===== config.mk =====
export PLATFORM = sky130hd
export DESIGN_NAME = unique_circle_filter_unit
export DESIGN_NICKNAME = d
export VERILOG_FILES = /design/src/sv/ucf_pkg.sv /design/src/sv/ucf_dist_unit.sv /design/src/sv/unique_circle_filter_unit.sv
export SDC_FILE = /design/constraint.sdc
export NUM_CORES = 1
export LEC_CHECK = 0
export BUFFER_PORTS_ARGS = -buffer_cell sky130_fd_sc_hd__buf_4
export CAP_MARGIN = 25
export CORE_ASPECT_RATIO = 0.5
export CORE_MARGIN = 4
export CORE_UTILIZATION = 45
export DETAILED_ROUTE_END_ITERATION = 12
export PLACE_DENSITY_LB_ADDON = 0.25
export REMOVE_ABC_BUFFERS = 1
export SLEW_MARGIN = 20
export SYNTH_ARGS = -nofsm -noshare
export SYNTH_HDL_FRONTEND = slang
export SYNTH_SLANG_ARGS = --single-unit
export TNS_END_PERCENT = 1

===== constraint.sdc =====
create_clock -name aclk -period 14 [get_ports aclk]
set_input_delay 2.8 -clock aclk [delete_from_list [all_inputs] [get_ports aclk]]
set_output_delay 2.8 -clock aclk [all_outputs]
set_load 0.02 [all_outputs]

===== src/sv/ucf_pkg.sv =====
package ucf_pkg;

    localparam int TABLE_DEPTH = 16;
    localparam int IDX_W       = (TABLE_DEPTH > 1) ? $clog2(TABLE_DEPTH) : 1;
    localparam int CNT_W       = $clog2(TABLE_DEPTH + 1);

    localparam int COORD_W  = 12;
    localparam int RADIUS_W = 8;
    localparam int DIST_W   = 12;
    localparam int SQ_W     = 2 * COORD_W;
    localparam int LIMIT_W  = 2 * DIST_W;

    localparam int STATUS_W = 2;
    localparam int SLOT_W   = 4;
    localparam int UCOUNT_W = 5;

    // input word: center_x, center_y, radius from bit 0 up
    localparam int IN_DATA_W  = 32;
    localparam int CX_LSB     = 0;
    localparam int CY_LSB     = CX_LSB + COORD_W;
    localparam int RAD_LSB    = CY_LSB + COORD_W;

    // result word: status, slot, unique_count from bit 0 up
    localparam int OUT_DATA_W = 16;
    localparam int STATUS_LSB = 0;
    localparam int SLOT_LSB   = STATUS_LSB + STATUS_W;
    localparam int UCOUNT_LSB = SLOT_LSB + SLOT_W;
    localparam int OUT_USED_W = UCOUNT_LSB + UCOUNT_W;

    localparam logic [DIST_W-1:0] MIN_DIST_RESET = DIST_W'(10);

    typedef logic [STATUS_W-1:0] status_t;

    localparam status_t STATUS_ACCEPTED  = 2'd0;
    localparam status_t STATUS_DUPLICATE = 2'd1;
    localparam status_t STATUS_FULL      = 2'd2;
    localparam status_t STATUS_UNUSED    = 2'd3;

endpackage


===== src/sv/ucf_dist_unit.sv =====
module ucf_dist_unit (
    input  logic                              aclk,
    input  logic                              aresetn,
    input  logic                              in_valid,
    input  logic [ucf_pkg::COORD_W-1:0]       cx,
    input  logic [ucf_pkg::COORD_W-1:0]       cy,
    input  logic [ucf_pkg::COORD_W-1:0]       sx,
    input  logic [ucf_pkg::COORD_W-1:0]       sy,
    input  logic [ucf_pkg::LIMIT_W-1:0]       limit,
    output logic                              busy,
    output logic                              res_valid,
    output logic                              res_hit
);

    logic                          v1_reg;
    logic                          v2_reg;
    logic                          v3_reg;
    logic [ucf_pkg::COORD_W-1:0]   dx_reg;
    logic [ucf_pkg::COORD_W-1:0]   dy_reg;
    logic [ucf_pkg::SQ_W-1:0]      sqx_reg;
    logic [ucf_pkg::SQ_W-1:0]      sqy_reg;
    logic                          hit_reg;
    logic [ucf_pkg::COORD_W-1:0]   dx_next;
    logic [ucf_pkg::COORD_W-1:0]   dy_next;
    logic [ucf_pkg::SQ_W:0]        sum;

    always_comb begin
        dx_next = (cx >= sx) ? (cx - sx) : (sx - cx);
        dy_next = (cy >= sy) ? (cy - sy) : (sy - cy);
        sum     = {1'b0, sqx_reg} + {1'b0, sqy_reg};
    end

    always_ff @(posedge aclk) begin
        if (!aresetn) begin
            v1_reg <= 1'b0;
            v2_reg <= 1'b0;
            v3_reg <= 1'b0;
        end else begin
            v1_reg <= in_valid;
            v2_reg <= v1_reg;
            v3_reg <= v2_reg;
        end
    end

    always_ff @(posedge aclk) begin
        dx_reg  <= dx_next;
        dy_reg  <= dy_next;
        sqx_reg <= dx_reg * dx_reg;
        sqy_reg <= dy_reg * dy_reg;
        // strict less-than: a center at exactly the minimum distance is kept
        hit_reg <= sum < {{(ucf_pkg::SQ_W + 1 - ucf_pkg::LIMIT_W){1'b0}}, limit};
    end

    assign busy      = v1_reg | v2_reg | v3_reg;
    assign res_valid = v3_reg;
    assign res_hit   = hit_reg;

endmodule


===== src/sv/unique_circle_filter_unit.sv =====
// Circle duplicate filter.
// Input channel (s_*): one word per detected circle; tdata carries center_x,
// center_y and radius, tuser[0] marks the first circle of a set and empties
// the table before that circle is checked.
// Result channel (m_*): one word per input word with status (accepted,
// duplicate, table full), the slot written and the running unique count.
// cfg_we/cfg_wdata write the minimum center distance; its square is kept.
// Each circle is compared against the stored centers one per cycle through a
// shared three-stage distance unit fed from the center table of 16 entries.
// With an empty table a word goes straight to its decision; otherwise its
// result is decided once the last compare has left the distance unit. Words
// are handled one at a time: the input closes from acceptance to the decision.
// The result sits in an output register; the next word is accepted while it
// waits, but a new result is held back until the receiver takes the old one.
// Reset empties the table, drops any pending result and sets the minimum
// distance to 10. Table contents themselves are not cleared.
module unique_circle_filter_unit (
    input  logic                                aclk,
    input  logic                                aresetn,
    // center_x[11:0], center_y[23:12], radius[31:24]
    input  logic [ucf_pkg::IN_DATA_W-1:0]       s_tdata,
    // first_of_set[0]
    input  logic [0:0]                          s_tuser,
    input  logic                                s_tvalid,
    output logic                                s_tready,
    // status[1:0], slot[5:2], unique_count[10:6], zero[15:11]
    output logic [ucf_pkg::OUT_DATA_W-1:0]      m_tdata,
    output logic                                m_tvalid,
    input  logic                                m_tready,
    input  logic                                cfg_we,
    input  logic [ucf_pkg::DIST_W-1:0]          cfg_wdata
);

    localparam logic [1:0] ST_IDLE  = 2'd0;
    localparam logic [1:0] ST_SCAN  = 2'd1;
    localparam logic [1:0] ST_DRAIN = 2'd2;

    localparam int CNT_W = ucf_pkg::CNT_W;
    localparam int IDX_W = ucf_pkg::IDX_W;

    logic [1:0]                          state_reg, state_next;
    logic [CNT_W-1:0]                    count_reg, count_next;
    logic [CNT_W-1:0]                    scan_reg, scan_next;
    logic                                dup_reg, dup_next;
    logic [ucf_pkg::LIMIT_W-1:0]         limit_reg;
    logic [ucf_pkg::COORD_W-1:0]         cx_reg;
    logic [ucf_pkg::COORD_W-1:0]         cy_reg;
    logic [ucf_pkg::RADIUS_W-1:0]        r_reg;
    logic                                rd_valid_reg;
    logic [ucf_pkg::COORD_W-1:0]         rd_x_reg;
    logic [ucf_pkg::COORD_W-1:0]         rd_y_reg;
    logic                                m_tvalid_reg, m_tvalid_next;
    logic [ucf_pkg::OUT_DATA_W-1:0]      m_tdata_reg, m_tdata_next;

    logic [ucf_pkg::COORD_W-1:0]         mem_x [ucf_pkg::TABLE_DEPTH];
    logic [ucf_pkg::COORD_W-1:0]         mem_y [ucf_pkg::TABLE_DEPTH];
    logic [ucf_pkg::RADIUS_W-1:0]        mem_r [ucf_pkg::TABLE_DEPTH];

    logic                                accept;
    logic                                issue;
    logic                                decide;
    logic                                wr_en;
    logic                                table_full;
    logic                                dist_busy;
    logic                                res_valid;
    logic                                res_hit;
    ucf_pkg::status_t                    status;
    logic [ucf_pkg::SLOT_W-1:0]          slot;
    logic [ucf_pkg::UCOUNT_W-1:0]        ucount;

    assign accept     = s_tvalid && s_tready;
    assign s_tready   = (state_reg == ST_IDLE);
    assign table_full = (count_reg == CNT_W'(ucf_pkg::TABLE_DEPTH));

    always_comb begin
        state_next    = state_reg;
        count_next    = count_reg;
        scan_next     = scan_reg;
        dup_next      = dup_reg | (res_valid & res_hit);
        issue         = 1'b0;
        decide        = 1'b0;
        wr_en         = 1'b0;
        status        = ucf_pkg::STATUS_ACCEPTED;
        slot          = '0;
        ucount        = ucf_pkg::UCOUNT_W'(count_reg);
        m_tvalid_next = m_tvalid_reg && !m_tready;
        m_tdata_next  = m_tdata_reg;

        unique case (state_reg)
            ST_IDLE: begin
                if (accept) begin
                    count_next = s_tuser[0] ? '0 : count_reg;
                    scan_next  = '0;
                    dup_next   = 1'b0;
                    state_next = (count_next == '0) ? ST_DRAIN : ST_SCAN;
                end
            end
            ST_SCAN: begin
                issue     = 1'b1;
                scan_next = scan_reg + 1'b1;
                if (scan_next == count_reg) begin
                    state_next = ST_DRAIN;
                end
            end
            ST_DRAIN: begin
                // wait for the last compare, and for room in the output register
                if (!rd_valid_reg && !dist_busy && (!m_tvalid_reg || m_tready)) begin
                    decide = 1'b1;
                    if (dup_reg) begin
                        status = ucf_pkg::STATUS_DUPLICATE;
                    end else if (table_full) begin
                        status = ucf_pkg::STATUS_FULL;
                    end else begin
                        wr_en      = 1'b1;
                        slot       = ucf_pkg::SLOT_W'(count_reg);
                        count_next = count_reg + 1'b1;
                        ucount     = ucf_pkg::UCOUNT_W'(count_next);
                    end
                    m_tvalid_next = 1'b1;
                    m_tdata_next  = ucf_pkg::OUT_DATA_W'({ucount, slot, status});
                    state_next    = ST_IDLE;
                end
            end
            default: begin
                state_next = ST_IDLE;
            end
        endcase
    end

    always_ff @(posedge aclk) begin
        if (!aresetn) begin
            state_reg    <= ST_IDLE;
            count_reg    <= '0;
            scan_reg     <= '0;
            dup_reg      <= 1'b0;
            rd_valid_reg <= 1'b0;
            m_tvalid_reg <= 1'b0;
            limit_reg    <= ucf_pkg::LIMIT_W'(ucf_pkg::MIN_DIST_RESET *
                                              ucf_pkg::MIN_DIST_RESET);
        end else begin
            state_reg    <= state_next;
            count_reg    <= count_next;
            scan_reg     <= scan_next;
            dup_reg      <= dup_next;
            rd_valid_reg <= issue;
            m_tvalid_reg <= m_tvalid_next;
            if (cfg_we) begin
                limit_reg <= cfg_wdata * cfg_wdata;
            end
        end
    end

    always_ff @(posedge aclk) begin
        m_tdata_reg <= m_tdata_next;
        if (accept) begin
            cx_reg <= s_tdata[ucf_pkg::CX_LSB +: ucf_pkg::COORD_W];
            cy_reg <= s_tdata[ucf_pkg::CY_LSB +: ucf_pkg::COORD_W];
            r_reg  <= s_tdata[ucf_pkg::RAD_LSB +: ucf_pkg::RADIUS_W];
        end
    end

    // center table: one write port, one registered read port
    always_ff @(posedge aclk) begin
        if (wr_en) begin
            mem_x[count_reg[IDX_W-1:0]] <= cx_reg;
            mem_y[count_reg[IDX_W-1:0]] <= cy_reg;
            mem_r[count_reg[IDX_W-1:0]] <= r_reg;
        end
        rd_x_reg <= mem_x[scan_reg[IDX_W-1:0]];
        rd_y_reg <= mem_y[scan_reg[IDX_W-1:0]];
    end

    ucf_dist_unit u_dist (
        .aclk      (aclk),
        .aresetn   (aresetn),
        .in_valid  (rd_valid_reg),
        .cx        (cx_reg),
        .cy        (cy_reg),
        .sx        (rd_x_reg),
        .sy        (rd_y_reg),
        .limit     (limit_reg),
        .busy      (dist_busy),
        .res_valid (res_valid),
        .res_hit   (res_hit)
    );

    assign m_tvalid = m_tvalid_reg;
    assign m_tdata  = m_tdata_reg;

endmodule


==> impl_metrics.toml <==
[global_routing]
antenna_found_initial = 0
grt_pass1_vias = 20542
gr-total-overflow = 0
grt_usage = 0.1747
grt_pass1_wl_um = 112400
grt_max_degree = 67

[drt]
ant_nets = 0
met2_length_um = 33130
drt_iter0_drc = 1155
via_per_inst = 5.172
drt-total-wl_um = 68280
dr_wl_met3_um = 2984
wire_per_inst_um = 18.16
met1Wirelength_um = 31130
first_pass_iters = 5
drc_errors = 0
routed.top_layer = "met4"
vias = 19447

[finish]
fin_util = 0.5045
nets = 3265
fill_cells = 6360
layout-drive-gt1-share = 0.1134
final_cells = 3760
area_growth_pct = 9.612
diodes = 0

[timing]
finalHoldViolCount = 0
finalMaxSlewViolations = 0
max_freq_mhz = 140.8
period_share = 0.5073
tns_ns = 0
setup_violations = 0
worstMarginPinSlew_ns = 1.047
relSlewSlack = 0.3020
finalClockSkew_ns = 0.04170
rsz0062_at_grt = "no"
final.setup.worst_slack_ns = 6.898
fin_crit_ns = 7.102

[logic_synthesis]
synth_largest_area_cell = "edfxtp_1"
ys_top_cells_by_area = "edfxtp_1 37%, fa_1 14%, ha_1 9.8%, dfxtp_1 8.0%, mux4_2 7.9%"
ys_ff_latch = 555
synth_top_area_share = 0.3694
synth_most_common_cell = "inv_1"
syn-cell-area_um2 = 34070
synthTopCellsByCount = "465 x inv_1, 419 x edfxtp_1, 266 x ha_1, 239 x fa_1, 145 x and2_1"
syn_inst = 2667
synth_cell_types = 74
ys.flop_type = "edfxtp_1"
ys_warn_count = 0
synth_edf_count = 419
syn-mean-instance-area_um2 = 12.77
async_flop_share = 0
yosysSeqAreaShare = 0.4493

[placement]
dp_slack_ns = 6.291
gp_congestion = 0.8261
post-place-cells = 3664
dp_hpwl_um = 46990
portBuffers = 54

[worst_setup_path]
path_class = "primary input to register"
cp_top_family = "adder cells"
startpoint = "cfg_wdata[7]"
worstPathArrival_ns = 7.57
critPathMaxFanout = 12
cp.depth = 20
start_kind = "primary input"
r2r-start = "u_dist.dy_reg[4]$_DFF_P_"
cp_num_buf_inv = 4
cp_slowest_cell = "fa_1"
reg2reg_depth = 21
path_cells = "buf_4 -> nand2_1 -> fa_1 -> inv_1 -> ha_1 -> a21o_1 -> fa_1 -> inv_1 -> fa_1 -> fa_1 -> inv_1 -> ha_1 -> a21o_1 -> a21o_1 -> a21o_1 -> a21oi_1 -> a21oi_1 -> o31ai_1 -> mux2_2 -> o311ai_0"
critical_path.max_stage_delay_ns = 0.56
critPathCaptureType = "register"
cp_data_required_time_ns = 14.46
reg2reg_setup_slack_ns = 8.27

[die]
die_area_um2 = 80430
placementRows = 70
initial_utilization = 0.4603
io_pins = 68
die_w_um = 397.1
fp.dieH_um = 202.6
coreArea_um2 = 74010

[clock_network]
cts_hold_buffers = 0
cts.sinks = 555
ctsResizeCount = 0
clock_latency_ns = 0.61
clockBufferDepth = 3
root_buffer = "clkbuf_16"
cts_tree = "built"
cts_buffers = 51
clkSlewWorstSetupHoldPaths_ns = 0.06
cts_max_level = 2
post_cts_buffers = 0

[run_status]
status = "completed"

[hold_path]
min_from = "u_dist.v2_reg$_SDFF_PN0_"
hold_depth = 1
hold_class = "register to register"

[run]
drv_cap = 0
-- path summary, 6_finish.rpt --
| kind | end |
|---|---|
| max | limit_reg[22]$_SDFFE_PN0P_ |
| min | u_dist.res_valid$_SDFF_PN0_ |
| max reg2reg | u_dist.sqy_reg[21]$_DFF_P_ |
| min reg2reg | u_dist.res_valid$_SDFF_PN0_ |
-- routing by layer --
| layer | vias up | global-route usage |
|---|---|---|
| li1 | 9183 | - |
| met1 | 9861 | 0.2453 |
| met2 | 329 | 0.2941 |
| met3 | 74 | 0.02341 |
| met4 | 0 | 0.03377 |
| met5 | - | 0 |
-- layout by cell type, fill, tap and decap left out, types with 74 or more instances in the layout --
cell	instances
inv_1	465
edfxtp_1	419
ha_1	266
fa_1	239
and2_1	144
dfxtp_1	132
nand2_1	128
mux4_2	120
nor2_1	94
a21oi_1	89
xnor2_1	76
buf_4	74
-- logic make-up after synthesis --
logic type | after synthesis | share of synthesized area
buffers and inverters | 556 | 0.06248
flip-flops | 555 | 0.4493
adder cells (fa/ha/maj) | 505 | 0.2382
AND/OR/NAND/NOR | 499 | 0.07537
AO/OA/AOI/OAI | 274 | 0.05274
multiplexers | 164 | 0.09282
XOR/XNOR | 113 | 0.02905
other | 1 | 0.0001101
-- cell type report --
| cell class | instances | area [um2] | share of cell area |
|---|---|---|---|
| Inverter | 466 | 1749 | 0.04685 |
| Timing Repair Buffer | 76 | 610.6 | 0.01635 |
| Sequential cell | 555 | 15310 | 0.4101 |
| Multi-Input combinational cell | 1560 | 16650 | 0.4459 |
| Tap cell | 1008 | 1261 | 0.03378 |
| Clock inverter | 31 | 379.1 | 0.01015 |
| Clock buffer | 64 | 1376 | 0.03686 |
-- stage by stage --
| stage | hold slack, ns | area (um2) |
|---|---|---|
| final | 0.4533 | 37340 |
| after CTS | 0.4546 | 37310 |
| after detailed placement | 0.4448 | 35560 |
| after global routing | 0.4818 | 37340 |
| after global placement | 0.4342 | 35530 |
| after floorplan | 0.4205 | 33700 |
Power is not shown: default switching activity piles up to over one toggle a cycle in this logic, so the estimate is an artifact.
